**src/sv/assert_macros.svh**
```systemverilog
// Assertion helpers, clocked on clk with rst_n low masking the check.
`ifndef ASSERT_MACROS_SVH
`define ASSERT_MACROS_SVH

// Same-cycle implication.
`define ASSERT_IMPL(lbl, ante, cons, msg) \
  lbl: assert property (@(posedge clk) disable iff (!rst_n) (ante) |-> (cons)) \
    else $error(msg);

// Next-cycle implication.
`define ASSERT_NEXT(lbl, ante, cons, msg) \
  lbl: assert property (@(posedge clk) disable iff (!rst_n) (ante) |=> (cons)) \
    else $error(msg);

`endif

```
**src/sv/plcl_pkg.sv**
```systemverilog
package plcl_pkg;

  localparam int MAX_POINTS_DEF = 64;

  localparam int DATA_W = 16;
  localparam int ACT_W  = 2;
  localparam int VAL_W  = 18;
  localparam int DIFF_W = DATA_W + 1;
  localparam int PROD_W = 2 * DIFF_W;
  localparam int NUM_W  = PROD_W + 1;
  localparam int REM_W  = DIFF_W;
  localparam int BIT_W  = $clog2(NUM_W);
  localparam int SUM_W  = NUM_W + 2;

  localparam logic [DATA_W-1:0] ONE_Q15 = 16'h8000;
  localparam logic signed [SUM_W-1:0] OUT_MAX = 37'sd131071;
  localparam logic signed [SUM_W-1:0] OUT_MIN = -37'sd131072;

  localparam logic [ACT_W-1:0] ACT_CLEAR  = 2'd0;
  localparam logic [ACT_W-1:0] ACT_APPEND = 2'd1;
  localparam logic [ACT_W-1:0] ACT_QUERY  = 2'd2;

  typedef logic [3:0] step_t;

  localparam step_t S_WAIT     = 4'd0;
  localparam step_t S_DECODE   = 4'd1;
  localparam step_t S_CHECK    = 4'd2;
  localparam step_t S_SCAN     = 4'd3;
  localparam step_t S_DIFF     = 4'd4;
  localparam step_t S_MUL      = 4'd5;
  localparam step_t S_DIV_INIT = 4'd6;
  localparam step_t S_DIV      = 4'd7;
  localparam step_t S_RESULT   = 4'd8;
  localparam step_t S_EQUAL    = 4'd9;
  localparam step_t S_EMPTY    = 4'd10;

  typedef enum logic [3:0] {
    OP_NONE,
    OP_LATCH,
    OP_TABLE,
    OP_SCAN_INIT,
    OP_SCAN,
    OP_DIFF,
    OP_MUL,
    OP_DIV_INIT,
    OP_DIV,
    OP_RESULT,
    OP_EQUAL,
    OP_EMPTY
  } op_t;

  typedef enum logic [2:0] {
    JC_NEXT,
    JC_ALWAYS,
    JC_NO_REQ,
    JC_NOT_QUERY,
    JC_EMPTY,
    JC_SCAN_MORE,
    JC_EQUAL,
    JC_DIV_MORE
  } jc_t;

  typedef struct packed {
    logic  in_rdy;
    logic  hold_out;
    op_t   op;
    jc_t   jc;
    step_t tgt;
  } ctl_t;

  // microprogram
  function automatic ctl_t ucode(input step_t s);
    ctl_t c;
    c = '{in_rdy: 1'b0, hold_out: 1'b0, op: OP_NONE, jc: JC_NEXT, tgt: S_WAIT};
    case (s)
      S_WAIT: begin
        c.in_rdy = 1'b1;
        c.op     = OP_LATCH;
        c.jc     = JC_NO_REQ;
        c.tgt    = S_WAIT;
      end
      S_DECODE: begin
        c.op  = OP_TABLE;
        c.jc  = JC_NOT_QUERY;
        c.tgt = S_WAIT;
      end
      S_CHECK: begin
        c.op  = OP_SCAN_INIT;
        c.jc  = JC_EMPTY;
        c.tgt = S_EMPTY;
      end
      S_SCAN: begin
        c.op  = OP_SCAN;
        c.jc  = JC_SCAN_MORE;
        c.tgt = S_SCAN;
      end
      S_DIFF: begin
        c.op  = OP_DIFF;
        c.jc  = JC_EQUAL;
        c.tgt = S_EQUAL;
      end
      S_MUL: begin
        c.op = OP_MUL;
      end
      S_DIV_INIT: begin
        c.op = OP_DIV_INIT;
      end
      S_DIV: begin
        c.op  = OP_DIV;
        c.jc  = JC_DIV_MORE;
        c.tgt = S_DIV;
      end
      S_RESULT: begin
        c.hold_out = 1'b1;
        c.op       = OP_RESULT;
        c.jc       = JC_ALWAYS;
      end
      S_EQUAL: begin
        c.hold_out = 1'b1;
        c.op       = OP_EQUAL;
        c.jc       = JC_ALWAYS;
      end
      S_EMPTY: begin
        c.hold_out = 1'b1;
        c.op       = OP_EMPTY;
        c.jc       = JC_ALWAYS;
      end
      default: begin
        c.jc = JC_ALWAYS;
      end
    endcase
    return c;
  endfunction

endpackage

```
**src/sv/plcl_if.sv**
```systemverilog
interface plcl_in_if;
  logic                           valid;
  logic                           ready;
  logic [plcl_pkg::ACT_W-1:0]     action;
  logic [plcl_pkg::DATA_W-1:0]    point_x_in;
  logic [plcl_pkg::DATA_W-1:0]    point_y_in;

  modport source (output valid, action, point_x_in, point_y_in, input ready);
  modport sink   (input valid, action, point_x_in, point_y_in, output ready);
endinterface

interface plcl_out_if;
  logic                           valid;
  logic                           ready;
  logic signed [plcl_pkg::VAL_W-1:0] curve_value;
  logic                           table_empty;
  logic                           saturated;

  modport source (output valid, curve_value, table_empty, saturated, input ready);
  modport sink   (input valid, curve_value, table_empty, saturated, output ready);
endinterface

```
**src/sv/piecewise_linear_curve_lookup.sv**
```systemverilog
// Channel   Dir  Payload                                  Request taken when
// in_chan   in   action, point_x_in, point_y_in           valid && ready
// out_chan  out  curve_value, table_empty, saturated      valid && ready
//
// Clear and append act in the decode step. A query scans the N stored points
// (not on an empty table) and skips the divider when the bracket x values
// match; the single read port scans one point a cycle, then a restoring divider.
// rst_n is synchronous; it empties the table and drops out_chan.valid.
// A finished result sits in the output register; the sequencer holds only if
// the next result is ready while that one is still untaken.
`include "assert_macros.svh"

module piecewise_linear_curve_lookup #(
  parameter int MAX_POINTS = plcl_pkg::MAX_POINTS_DEF
) (
  input  logic              clk,
  input  logic              rst_n,
  plcl_in_if.sink           in_chan,
  plcl_out_if.source        out_chan
);

  localparam int CNT_W = $clog2(MAX_POINTS + 1);
  localparam int IDX_W = $clog2(MAX_POINTS);
  localparam int DW    = plcl_pkg::DATA_W;
  localparam int ENT_W = 2 * DW;

  // sequencer
  plcl_pkg::step_t step_r, step_nxt;
  plcl_pkg::ctl_t  ctl;
  logic            in_acc;
  logic            out_busy;
  logic            stall;
  logic            take;

  // point store
  logic [ENT_W-1:0] pts_mem [MAX_POINTS];
  logic [ENT_W-1:0] rd_r;
  logic             mem_we, mem_re;
  logic [IDX_W-1:0] wr_addr, rd_addr;
  logic [DW-1:0]    rd_x, rd_y;

  // datapath
  logic [plcl_pkg::ACT_W-1:0] act_r, act_nxt;
  logic [DW-1:0]    q_r, q_nxt, py_r, py_nxt;
  logic [CNT_W-1:0] cnt_r, cnt_nxt, i_r, i_nxt;
  logic [DW-1:0]    xl_r, xl_nxt, yl_r, yl_nxt, xg_r, xg_nxt, yg_r, yg_nxt;
  logic             fnd_r, fnd_nxt;
  logic signed [plcl_pkg::DIFF_W-1:0] d_r, d_nxt, dy_r, dy_nxt, den_r, den_nxt;
  logic signed [plcl_pkg::PROD_W-1:0] prod_r, prod_nxt;
  logic             neg_r, neg_nxt;
  logic [plcl_pkg::NUM_W-1:0] num_r, num_nxt;
  logic [plcl_pkg::REM_W-1:0] dvs_r, dvs_nxt, rem_r, rem_nxt;
  logic [plcl_pkg::BIT_W-1:0] bit_r, bit_nxt;
  logic [plcl_pkg::PROD_W-1:0] n_abs;
  logic [plcl_pkg::DIFF_W-1:0] d_abs;
  logic [plcl_pkg::REM_W:0]    trial;
  logic signed [plcl_pkg::SUM_W-1:0] qs, sum;

  // result register
  logic             out_valid_r, out_valid_nxt;
  logic signed [plcl_pkg::VAL_W-1:0] val_r, val_nxt;
  logic             empty_r, empty_nxt, sat_r, sat_nxt;

  assign ctl      = plcl_pkg::ucode(step_r);
  assign in_acc   = in_chan.valid && ctl.in_rdy;
  assign out_busy = out_valid_r && !out_chan.ready;
  assign stall    = ctl.hold_out && out_busy;

  assign in_chan.ready        = ctl.in_rdy;
  assign out_chan.valid       = out_valid_r;
  assign out_chan.curve_value = val_r;
  assign out_chan.table_empty = empty_r;
  assign out_chan.saturated   = sat_r;

  assign rd_x = rd_r[ENT_W-1:DW];
  assign rd_y = rd_r[DW-1:0];

  always_comb begin
    case (ctl.jc)
      plcl_pkg::JC_NEXT:      take = 1'b0;
      plcl_pkg::JC_ALWAYS:    take = 1'b1;
      plcl_pkg::JC_NO_REQ:    take = !in_acc;
      plcl_pkg::JC_NOT_QUERY: take = (act_r != plcl_pkg::ACT_QUERY);
      plcl_pkg::JC_EMPTY:     take = (cnt_r == '0);
      plcl_pkg::JC_SCAN_MORE: take = (i_r != cnt_r);
      plcl_pkg::JC_EQUAL:     take = (xg_r == xl_r);
      plcl_pkg::JC_DIV_MORE:  take = (bit_r != '0);
      default:                take = 1'b1;
    endcase
  end

  always_comb begin
    if (stall) begin
      step_nxt = step_r;
    end else if (take) begin
      step_nxt = ctl.tgt;
    end else begin
      step_nxt = step_r + 4'd1;
    end
  end

  always_comb begin
    act_nxt  = act_r;
    q_nxt    = q_r;
    py_nxt   = py_r;
    cnt_nxt  = cnt_r;
    i_nxt    = i_r;
    xl_nxt   = xl_r;
    yl_nxt   = yl_r;
    xg_nxt   = xg_r;
    yg_nxt   = yg_r;
    fnd_nxt  = fnd_r;
    d_nxt    = d_r;
    dy_nxt   = dy_r;
    den_nxt  = den_r;
    prod_nxt = prod_r;
    neg_nxt  = neg_r;
    num_nxt  = num_r;
    dvs_nxt  = dvs_r;
    rem_nxt  = rem_r;
    bit_nxt  = bit_r;
    val_nxt  = val_r;
    empty_nxt = empty_r;
    sat_nxt  = sat_r;
    out_valid_nxt = out_valid_r && !out_chan.ready;
    mem_we   = 1'b0;
    mem_re   = 1'b0;
    wr_addr  = cnt_r[IDX_W-1:0];
    rd_addr  = i_r[IDX_W-1:0];
    n_abs    = prod_r[plcl_pkg::PROD_W-1] ? $unsigned(-prod_r) : $unsigned(prod_r);
    d_abs    = den_r[plcl_pkg::DIFF_W-1] ? $unsigned(-den_r) : $unsigned(den_r);
    trial    = {rem_r, num_r[plcl_pkg::NUM_W-1]};
    qs       = $signed({2'b00, num_r});
    sum      = neg_r ? ($signed({{(plcl_pkg::SUM_W-DW){1'b0}}, yl_r}) - qs)
                     : ($signed({{(plcl_pkg::SUM_W-DW){1'b0}}, yl_r}) + qs);
    if (!stall) begin
      case (ctl.op)
        plcl_pkg::OP_LATCH: begin
          if (in_acc) begin
            act_nxt = in_chan.action;
            q_nxt   = in_chan.point_x_in;
            py_nxt  = in_chan.point_y_in;
          end
        end
        plcl_pkg::OP_TABLE: begin
          if (act_r == plcl_pkg::ACT_CLEAR) begin
            cnt_nxt = '0;
          end else if (act_r == plcl_pkg::ACT_APPEND &&
                       cnt_r < CNT_W'(MAX_POINTS)) begin
            mem_we  = 1'b1;
            cnt_nxt = cnt_r + 1'b1;
          end
        end
        plcl_pkg::OP_SCAN_INIT: begin
          mem_re  = 1'b1;
          rd_addr = '0;
          i_nxt   = CNT_W'(1);
          xl_nxt  = plcl_pkg::ONE_Q15;
          yl_nxt  = plcl_pkg::ONE_Q15;
          xg_nxt  = '0;
          yg_nxt  = '0;
          fnd_nxt = 1'b0;
        end
        plcl_pkg::OP_SCAN: begin
          // rd_r holds entry i_r - 1
          if (rd_x <= q_r) begin
            xl_nxt = rd_x;
            yl_nxt = rd_y;
          end
          if (!fnd_r && rd_x >= q_r) begin
            xg_nxt  = rd_x;
            yg_nxt  = rd_y;
            fnd_nxt = 1'b1;
          end
          if (i_r != cnt_r) begin
            mem_re = 1'b1;
            i_nxt  = i_r + 1'b1;
          end
        end
        plcl_pkg::OP_DIFF: begin
          d_nxt   = $signed({1'b0, q_r})  - $signed({1'b0, xl_r});
          dy_nxt  = $signed({1'b0, yg_r}) - $signed({1'b0, yl_r});
          den_nxt = $signed({1'b0, xg_r}) - $signed({1'b0, xl_r});
        end
        plcl_pkg::OP_MUL: begin
          prod_nxt = d_r * dy_r;
        end
        plcl_pkg::OP_DIV_INIT: begin
          // round half away: (2|p| + |den|) / (2|den|)
          neg_nxt = prod_r[plcl_pkg::PROD_W-1] ^ den_r[plcl_pkg::DIFF_W-1];
          num_nxt = {n_abs, 1'b0} + {{(plcl_pkg::NUM_W-plcl_pkg::DIFF_W){1'b0}}, d_abs};
          dvs_nxt = {d_abs[plcl_pkg::DIFF_W-2:0], 1'b0};
          rem_nxt = '0;
          bit_nxt = plcl_pkg::BIT_W'(plcl_pkg::NUM_W - 1);
        end
        plcl_pkg::OP_DIV: begin
          if (trial >= {1'b0, dvs_r}) begin
            rem_nxt = plcl_pkg::REM_W'(trial - {1'b0, dvs_r});
            num_nxt = {num_r[plcl_pkg::NUM_W-2:0], 1'b1};
          end else begin
            rem_nxt = trial[plcl_pkg::REM_W-1:0];
            num_nxt = {num_r[plcl_pkg::NUM_W-2:0], 1'b0};
          end
          bit_nxt = bit_r - 1'b1;
        end
        plcl_pkg::OP_RESULT: begin
          out_valid_nxt = 1'b1;
          empty_nxt     = 1'b0;
          if (sum > plcl_pkg::OUT_MAX) begin
            val_nxt = plcl_pkg::OUT_MAX[plcl_pkg::VAL_W-1:0];
            sat_nxt = 1'b1;
          end else if (sum < plcl_pkg::OUT_MIN) begin
            val_nxt = plcl_pkg::OUT_MIN[plcl_pkg::VAL_W-1:0];
            sat_nxt = 1'b1;
          end else begin
            val_nxt = sum[plcl_pkg::VAL_W-1:0];
            sat_nxt = 1'b0;
          end
        end
        plcl_pkg::OP_EQUAL: begin
          out_valid_nxt = 1'b1;
          empty_nxt     = 1'b0;
          sat_nxt       = 1'b0;
          val_nxt       = $signed({{(plcl_pkg::VAL_W-DW){1'b0}}, yg_r});
        end
        plcl_pkg::OP_EMPTY: begin
          out_valid_nxt = 1'b1;
          empty_nxt     = 1'b1;
          sat_nxt       = 1'b0;
          val_nxt       = '0;
        end
        default: begin
        end
      endcase
    end
  end

  always_ff @(posedge clk) begin
    if (mem_we) begin
      pts_mem[wr_addr] <= {q_r, py_r};
    end
    if (mem_re) begin
      rd_r <= pts_mem[rd_addr];
    end
  end

  always_ff @(posedge clk) begin
    if (!rst_n) begin
      step_r      <= plcl_pkg::S_WAIT;
      cnt_r       <= '0;
      out_valid_r <= 1'b0;
    end else begin
      step_r      <= step_nxt;
      cnt_r       <= cnt_nxt;
      out_valid_r <= out_valid_nxt;
    end
  end

  always_ff @(posedge clk) begin
    act_r   <= act_nxt;
    q_r     <= q_nxt;
    py_r    <= py_nxt;
    i_r     <= i_nxt;
    xl_r    <= xl_nxt;
    yl_r    <= yl_nxt;
    xg_r    <= xg_nxt;
    yg_r    <= yg_nxt;
    fnd_r   <= fnd_nxt;
    d_r     <= d_nxt;
    dy_r    <= dy_nxt;
    den_r   <= den_nxt;
    prod_r  <= prod_nxt;
    neg_r   <= neg_nxt;
    num_r   <= num_nxt;
    dvs_r   <= dvs_nxt;
    rem_r   <= rem_nxt;
    bit_r   <= bit_nxt;
    val_r   <= val_nxt;
    empty_r <= empty_nxt;
    sat_r   <= sat_nxt;
  end

  `ASSERT_IMPL(a_rise_from_result, $rose(out_valid_r),
               $past(step_r) == plcl_pkg::S_RESULT || $past(step_r) == plcl_pkg::S_EQUAL ||
               $past(step_r) == plcl_pkg::S_EMPTY, "result without result step")
  `ASSERT_NEXT(a_accept_decodes, step_r == plcl_pkg::S_WAIT && in_chan.valid,
               step_r == plcl_pkg::S_DECODE, "accepted request not decoded")
  `ASSERT_IMPL(a_empty_zero, out_valid_r && empty_r, val_r == '0 && !sat_r,
               "empty result carries value")
  `ASSERT_NEXT(a_append_count, step_r == plcl_pkg::S_DECODE &&
               act_r == plcl_pkg::ACT_APPEND && cnt_r < CNT_W'(MAX_POINTS),
               cnt_r == CNT_W'($past(cnt_r) + 1'b1), "append did not grow table")

endmodule
```
**src/flat_wrapper.sv**
```systemverilog
// flat-port wrapper written by rule: the top's interface ports become plain ports
module piecewise_linear_curve_lookup_flat 
#(
  parameter int MAX_POINTS = plcl_pkg::MAX_POINTS_DEF
)
  (clk, rst_n, in_chan_valid, in_chan_action, in_chan_point_x_in, in_chan_point_y_in, in_chan_ready, out_chan_valid, out_chan_curve_value, out_chan_table_empty, out_chan_saturated, out_chan_ready);
  plcl_in_if in_chan_i ();
  plcl_out_if out_chan_i ();
  input  logic clk;
  input  logic rst_n;
  input wire logic [$bits(in_chan_i.valid)-1:0] in_chan_valid;
  input wire logic [$bits(in_chan_i.action)-1:0] in_chan_action;
  input wire logic [$bits(in_chan_i.point_x_in)-1:0] in_chan_point_x_in;
  input wire logic [$bits(in_chan_i.point_y_in)-1:0] in_chan_point_y_in;
  output wire logic [$bits(in_chan_i.ready)-1:0] in_chan_ready;
  output wire logic [$bits(out_chan_i.valid)-1:0] out_chan_valid;
  output wire logic [$bits(out_chan_i.curve_value)-1:0] out_chan_curve_value;
  output wire logic [$bits(out_chan_i.table_empty)-1:0] out_chan_table_empty;
  output wire logic [$bits(out_chan_i.saturated)-1:0] out_chan_saturated;
  input wire logic [$bits(out_chan_i.ready)-1:0] out_chan_ready;
  assign in_chan_i.valid = in_chan_valid;
  assign in_chan_i.action = in_chan_action;
  assign in_chan_i.point_x_in = in_chan_point_x_in;
  assign in_chan_i.point_y_in = in_chan_point_y_in;
  assign in_chan_ready = in_chan_i.ready;
  assign out_chan_valid = out_chan_i.valid;
  assign out_chan_curve_value = out_chan_i.curve_value;
  assign out_chan_table_empty = out_chan_i.table_empty;
  assign out_chan_saturated = out_chan_i.saturated;
  assign out_chan_i.ready = out_chan_ready;
  piecewise_linear_curve_lookup #(.MAX_POINTS(MAX_POINTS)) u_core (.clk(clk), .rst_n(rst_n), .in_chan(in_chan_i), .out_chan(out_chan_i));
endmodule
```
**config.mk**
```make
export PLATFORM = sky130hd
export DESIGN_NAME = piecewise_linear_curve_lookup_flat
export DESIGN_NICKNAME = d
export VERILOG_FILES = /design/src/sv/plcl_pkg.sv /design/src/sv/plcl_if.sv /design/src/sv/piecewise_linear_curve_lookup.sv /design/src/flat_wrapper.sv
export VERILOG_INCLUDE_DIRS = /design/src /design/src/sv
export SDC_FILE = /design/constraint.sdc
export NUM_CORES = 2
export LEC_CHECK = 0
export BUFFER_PORTS_ARGS = -buffer_cell sky130_fd_sc_hd__clkbuf_2
export CAP_MARGIN = 20
export CORE_ASPECT_RATIO = 1.4
export CORE_MARGIN = 2
export CORE_UTILIZATION = 55
export CTS_CLUSTER_DIAMETER = 40
export CTS_CLUSTER_SIZE = 25
export DETAILED_ROUTE_END_ITERATION = 8
export GPL_TIMING_DRIVEN = 0
export PLACE_DENSITY = 0.81
export SLEW_MARGIN = 20
export SYNTH_ARGS = -nofsm -noshare
export SYNTH_HDL_FRONTEND = slang
export SYNTH_SLANG_ARGS = --single-unit
```
**constraint.sdc**
```tcl
create_clock -name clk -period 12.8 [get_ports clk]
set_clock_uncertainty 0.1 [all_clocks]
set_input_delay 0.64 -clock clk [delete_from_list [all_inputs] [get_ports clk]]
set_output_delay 0.64 -clock clk [all_outputs]
set_load 0.01 [all_outputs]
```
# After elaboration in Yosys (flattened, before gate mapping)
# Memory sizes are Yosys's and may differ from the RTL's. A register that Yosys moved wholly into a read port is not among the register bits.
# Index checks and enable logic that the tools add are counted.
totals:
  reg_bits: 298
  latch_bits: 0
  mem_bits_rw: 2048
  rom_bits: 0
  inputBits: 38
  out_inout_bits: 22
  wordCells: 167
  mem_count: 1
classes:
  add_sub_neg: 13
  mul: 1
  n_div: 0
  n_lt_le_gt_ge: 6
  n_eq_ne: 35
  shifts: 0
  muxes: 49
  bitwise_logic: 2
  n_reduce_logical: 36
mem_list:
  columns: ["memory", "depth", "width", "rd", "rd_ports_with_merged_regs", "wr", "line_no", "source"]
  rows:
  - ["u_core.pts_mem", 64, 32, 1, 1, 1, "piecewise_linear_curve_lookup.sv:36", "logic [ENT_W-1:0] pts_mem [MAX_POINTS];"]
ops:
  columns: ["cell", "count"]
  rows:
  - ["$pmux 16 s2", 4]
  - ["$pmux 35 s2", 1]
  - ["$mux 16", 4]
  - ["$pmux 18 s3", 1]
  - ["$sub 16x16->17", 3]
  - ["$pmux 4 s11", 1]
  - ["$gt 37x18->1 const B", 1]
  - ["$lt 37x18->1 const B", 1]
  - ["$mux 37", 1]
  - ["$add 16x35->36", 1]
  - ["$mux 18", 2]
  - ["$sub 16x35->36", 1]
  - ["$add 35x17->35", 1]
  - ["$mul 17x17->34", 1]
  - ["$mux 17", 2]
  - ["$mux 34", 1]
  - ["$neg 34->34", 1]
  - ["$pmux 17 s2", 1]
  - ["$eq 4x3->1 const B", 8]
  - ["$eq 4x4->1 const B", 7]
  - ["$mux 7", 3]
  - ["$pmux 3 s7", 1]
  - ["$ge 18x17->1", 1]
  - ["$neg 17->17", 1]
  - ["other kinds (40)", 93]

# Longest topological paths before layout
logic_depth:
  word_depth: 8
  ltp_mapped: 26

# Worst setup path after synthesis
# No wires, ideal clock.
synth_path:
  path_kind: "register -> register"
  startpoint: "reg u_core.dy_r[8] (netlist bit)"
  endpoint: "reg u_core.prod_r[32] (netlist bit) (data pin)"
  setup_ns: 0.265
  arrival_time_ns: 5.901
  required_time_ns: 12.435
  slack_ns: 6.534
  stages_incl_launch_ff: 26
  period_less_slack_ns: 6.266
  path_cell_list: "edfxtp_1 clkbuf_1 clkbuf_1 nand2_1 fa_1 inv_1 fa_1 inv_1 fa_1 inv_1 fa_1 fa_1 inv_1 fa_1 inv_1 ha_1 a21o_1 a21o_1 a21oi_1 o21bai_1 a41o_1 a21o_1 a21oi_1 a211o_1 o21ai_0 xor2_1"
synth_via:
  elab_chain_len: 1
synth_rtl:
  columns: ["element", "line_no", "source"]
  rows:
  - ["start, declared", "piecewise_linear_curve_lookup.sv:48", "logic signed [plcl_pkg::DIFF_W-1:0] d_r, d_nxt, dy_r, dy_nxt, den_r, den_nxt;"]
  - ["start signal, assigned", "piecewise_linear_curve_lookup.sv:270", "dy_r <= dy_nxt;"]
  - ["$mul 17x17->34", "piecewise_linear_curve_lookup.sv:186", "prod_nxt = d_r * dy_r;"]
  - ["end signal, assigned", "piecewise_linear_curve_lookup.sv:272", "prod_r <= prod_nxt;"]
  - ["end, declared", "piecewise_linear_curve_lookup.sv:49", "logic signed [plcl_pkg::PROD_W-1:0] prod_r, prod_nxt;"]
# Every way passes these cells.
# A chain may end at the register's enable or synchronous reset.

# Worst setup path after layout
layout_path:
  startpoint: "reg u_core.d_r[9] (netlist bit)"
  endpoint: "reg u_core.prod_r[31] (netlist bit) (data pin)"
layout_via:
  elab_chain_len: 1
layout_rtl:
  columns: ["element", "line_no", "source"]
  rows:
  - ["start, declared", "piecewise_linear_curve_lookup.sv:48", null]
  - ["start signal, assigned", "piecewise_linear_curve_lookup.sv:269", "d_r <= d_nxt;"]
  - ["$mul 17x17->34", "piecewise_linear_curve_lookup.sv:186", null]
# Every way passes these cells.

==> results.toml <==
[sta]
hold_viol = 0
setup_viol = 0
timing.final.ws_setup_ns = 5.00
fin_crit_sh_pct = 60.9
max_clock_freq_mhz = 128
max_slew_margin_pct = 11.2
rsz0062_at_grt = "false"
fin_tns_setup_ns = 0
hold_ws_ns = 0.0981
final_max_slew_viol_count = 0
period_needed_ns = 7.80
tightest_slew_ns = 1.33

[floorplan]
row_count = 194
die-height_microns = 532
start_util_pct = 55.2
die_area_sq_mm = 0.203
core_area_sq_mm = 0.199
die_w_microns = 381
num_io_pins = 60

[setup_path]
worst_ep_arrival_time_ns = 8.33
crit_path_start_kind = "flop"
crit_path_max_fanout = 10
crit_path_start = "u_core.d_r[9]"
reg2reg_from = "u_core.d_r[9]"
worstPathRequired_ns = 13.33
r2r_setup_slack_ns = 5.00
critPathCaptureType = "flop"
r2r_cells = 20
worstReg2RegEnd = "u_core.prod_r[31]"
critical_path_class = "flop to flop"

[clock_tree]
clock_latency_ns = 0.91
tritoncts = "yes"
clock-root-buffer = "clkbuf_16"
h-tree-depth = 4
clk_pin_slew_worst_paths_ns = 0.07
cts.sinks = 2378
ctsLongestPathBuffers = 4
cts_made_buffers = 200

[synthesis]
synth.distinct_cells = 82
netlist_area_sq_mm = 0.110
synth.avg_cell_area_sq_um = 15.4
ys_top_cells_by_area = "edfxtp_1, mux4_2, fa_1"
synth_cells = 7140
syn-num-nets = 7705
synthArstFlopShare_pct = 0
yosysWarningCount = 0
synth-seq-cells = 2378
yosysTopAreaCell = "edfxtp_1"
ys_seq_area_share_pct = 65.0
synth_edf_count = 2366
synth_top_area_share_pct = 64.8
synth_ff_type = "edfxtp_1"

[grt]
overflow = 0
grt_pass1_wl_microns = 467000
antenna_found_initial = 19
track_usage_pct = 31.6
grt_max_degree = 34
grt_pass1_vias = 70400

[placement]
io_buffer_count = 59
place_area_sq_mm = 0.117
post-place-ws_ns = 5.17
gp_congestion = 1.01
hpwl_microns = 230000
dp.cells = 10000

[route]
first_iter_violations = 9737
via_per_inst = 6.67
first_pass_iters = 9
wl_per_cell_microns = 31.0
antenna_left = 0
drc = 1
drt-total-wl_microns = 323000
via_count = 69600

[hold_path]
hold_path.class = "primary input to flop"
whs_path_depth = 2
hp-start = "rst_n"
hold-path-endpoint = "u_core.step_r[3]"

[power_and_ir_drop]
leakage_nw = 41.8
powerDensity_mw_per_mm2 = 273
peakVddDrop_uv = 795
power_mw = 34.1

[cells_and_area]
nets = 8188
fin_util_pct = 62.8
stdcell_count = 10400
syn2layout_area_growth_pct = 13.9
drive_above_1_share_pct = 14.5
fin_area_sq_mm = 0.125

[outcome]
outcome = "complete, but fails checks"
failed_checks = "design-rule violations"

[job]
drv_cap = 0
[flip-flops by register name, summed over array words and instances (netlist names), 17 cells and up]
name                         count
u_core.d_r                      17
u_core.den_r                    17
u_core.dy_r                     17
u_core.num_r                    35
u_core.out_chan.curve_value     18
u_core.prod_r                   34
u_core.pts_mem                2048
u_core.rd_r                     32
u_core.rem_r                    17
[power breakdown]
part | internal, mW | leakage, nW | total [mW] | switching (mW)
sequential | 9.79 | 21.4 | 10.0 | 0.247
combinational | 6.51 | 17.0 | 17.5 | 10.9
clock | 3.38 | 3.42 | 6.58 | 3.20
[worst max-delay path by stage]
stage | to | cells past startpoint
floorplan | u_core.prod_r[32] | 25
global placement | u_core.rd_r[4] | 14
detailed placement | u_core.prod_r[29] | 22
CTS | u_core.prod_r[29] | 19
global route | u_core.prod_r[31] | 23
finish | u_core.prod_r[31] | 20
[cells by family after synthesis]
group	after synthesis	share of synthesized area (%)
xor gates and xnor gates	204	1.63
muxes	385	7.71
AOI/OAI and AO/OA	1362	7.96
adders and majority gates	527	8.08
and+or+nand+nor	1413	6.64
buffers and inverters	871	3.01
DFF	2378	65.0
[cells in the final DEF, fill, tap and decap left out, drive strengths merged, types with 16 or more instances in the layout]
cell type,instances
edfxtp,2366
nor2b,31
o21a,22
xnor2,138
nor3,46
nand4,23
o31ai,27
dlygate4sd3,35
nand2b,27
nor2,275
a211oi,44
clkinv,58
buf,275
a21oi,167
a311oi,16
inv,527
ha,224
a21o,28
o41ai,20
xor2,66
mux2i,16
o21ai,335
and2,225
fa,303
nor4,24
mux4,368
clkbuf,594
a31oi,51
nand3,51
o22ai,265
a21boi,19
or3,290
nand2,355
o211ai,299
[layout make-up]
cell class	instances	area, sq um
plain buffers	417	1630
repair buffers	281	4070
fillers	13200	73900
clock inverters	157	2070
well taps	2646	3310
inverters	454	1700
flip-flops and latches	2378	71300
multi-input cells	3891	35800
diodes	10	25.0
clock buffers	206	5050
[synthesized netlist by cell type (63+ instances only)]
library cell / instances
clkbuf_1: 327
xor2_1: 66
mux4_2: 368
xnor2_1: 138
edfxtp_1: 2366
ha_1: 224
o22ai_1: 265
o21ai_0: 329
o211ai_1: 299
inv_1: 453
nor2_1: 275
fa_1: 303
and2_1: 225
buf_1: 63
or3_1: 290
a21oi_1: 167
nand2_1: 355
[critical path, cell delays in order, from the launching register on]
cell      delay, ns
edfxtp_1       0.51
clkbuf_1       0.67
nand2_1        0.17
fa_1           0.52
fa_1           0.60
fa_1           0.45
fa_1           0.55
inv_1          0.05
fa_1           0.48
inv_1          0.05
fa_1           0.47
inv_1          0.04
ha_1           0.35
a21oi_1        0.11
a311oi_1       0.65
a21oi_1        0.19
a311oi_1       0.65
a31oi_1        0.22
o21ba_2        0.26
a21oi_1        0.15
xor2_1         0.33
[what timing repair did]
item	in CTS	in global routing
endpoints found under the hold margin	35	0
endpoints found under the setup margin	0	0
gates resized for setup	0	0
buffers inserted	0	0
hold buffers	35	0
[per-layer routing]
metal	vias to the layer above	GRT usage [%]	share of wire (%)
li1	28400	-	-
met1	34800	35.1	31
met2	5060	53.3	50
met3	1303	6.61	9.7
met4	20	24.1	9.1
met5	-	0	0.041
No activity file was read; power rests on OpenSTA's default activity.
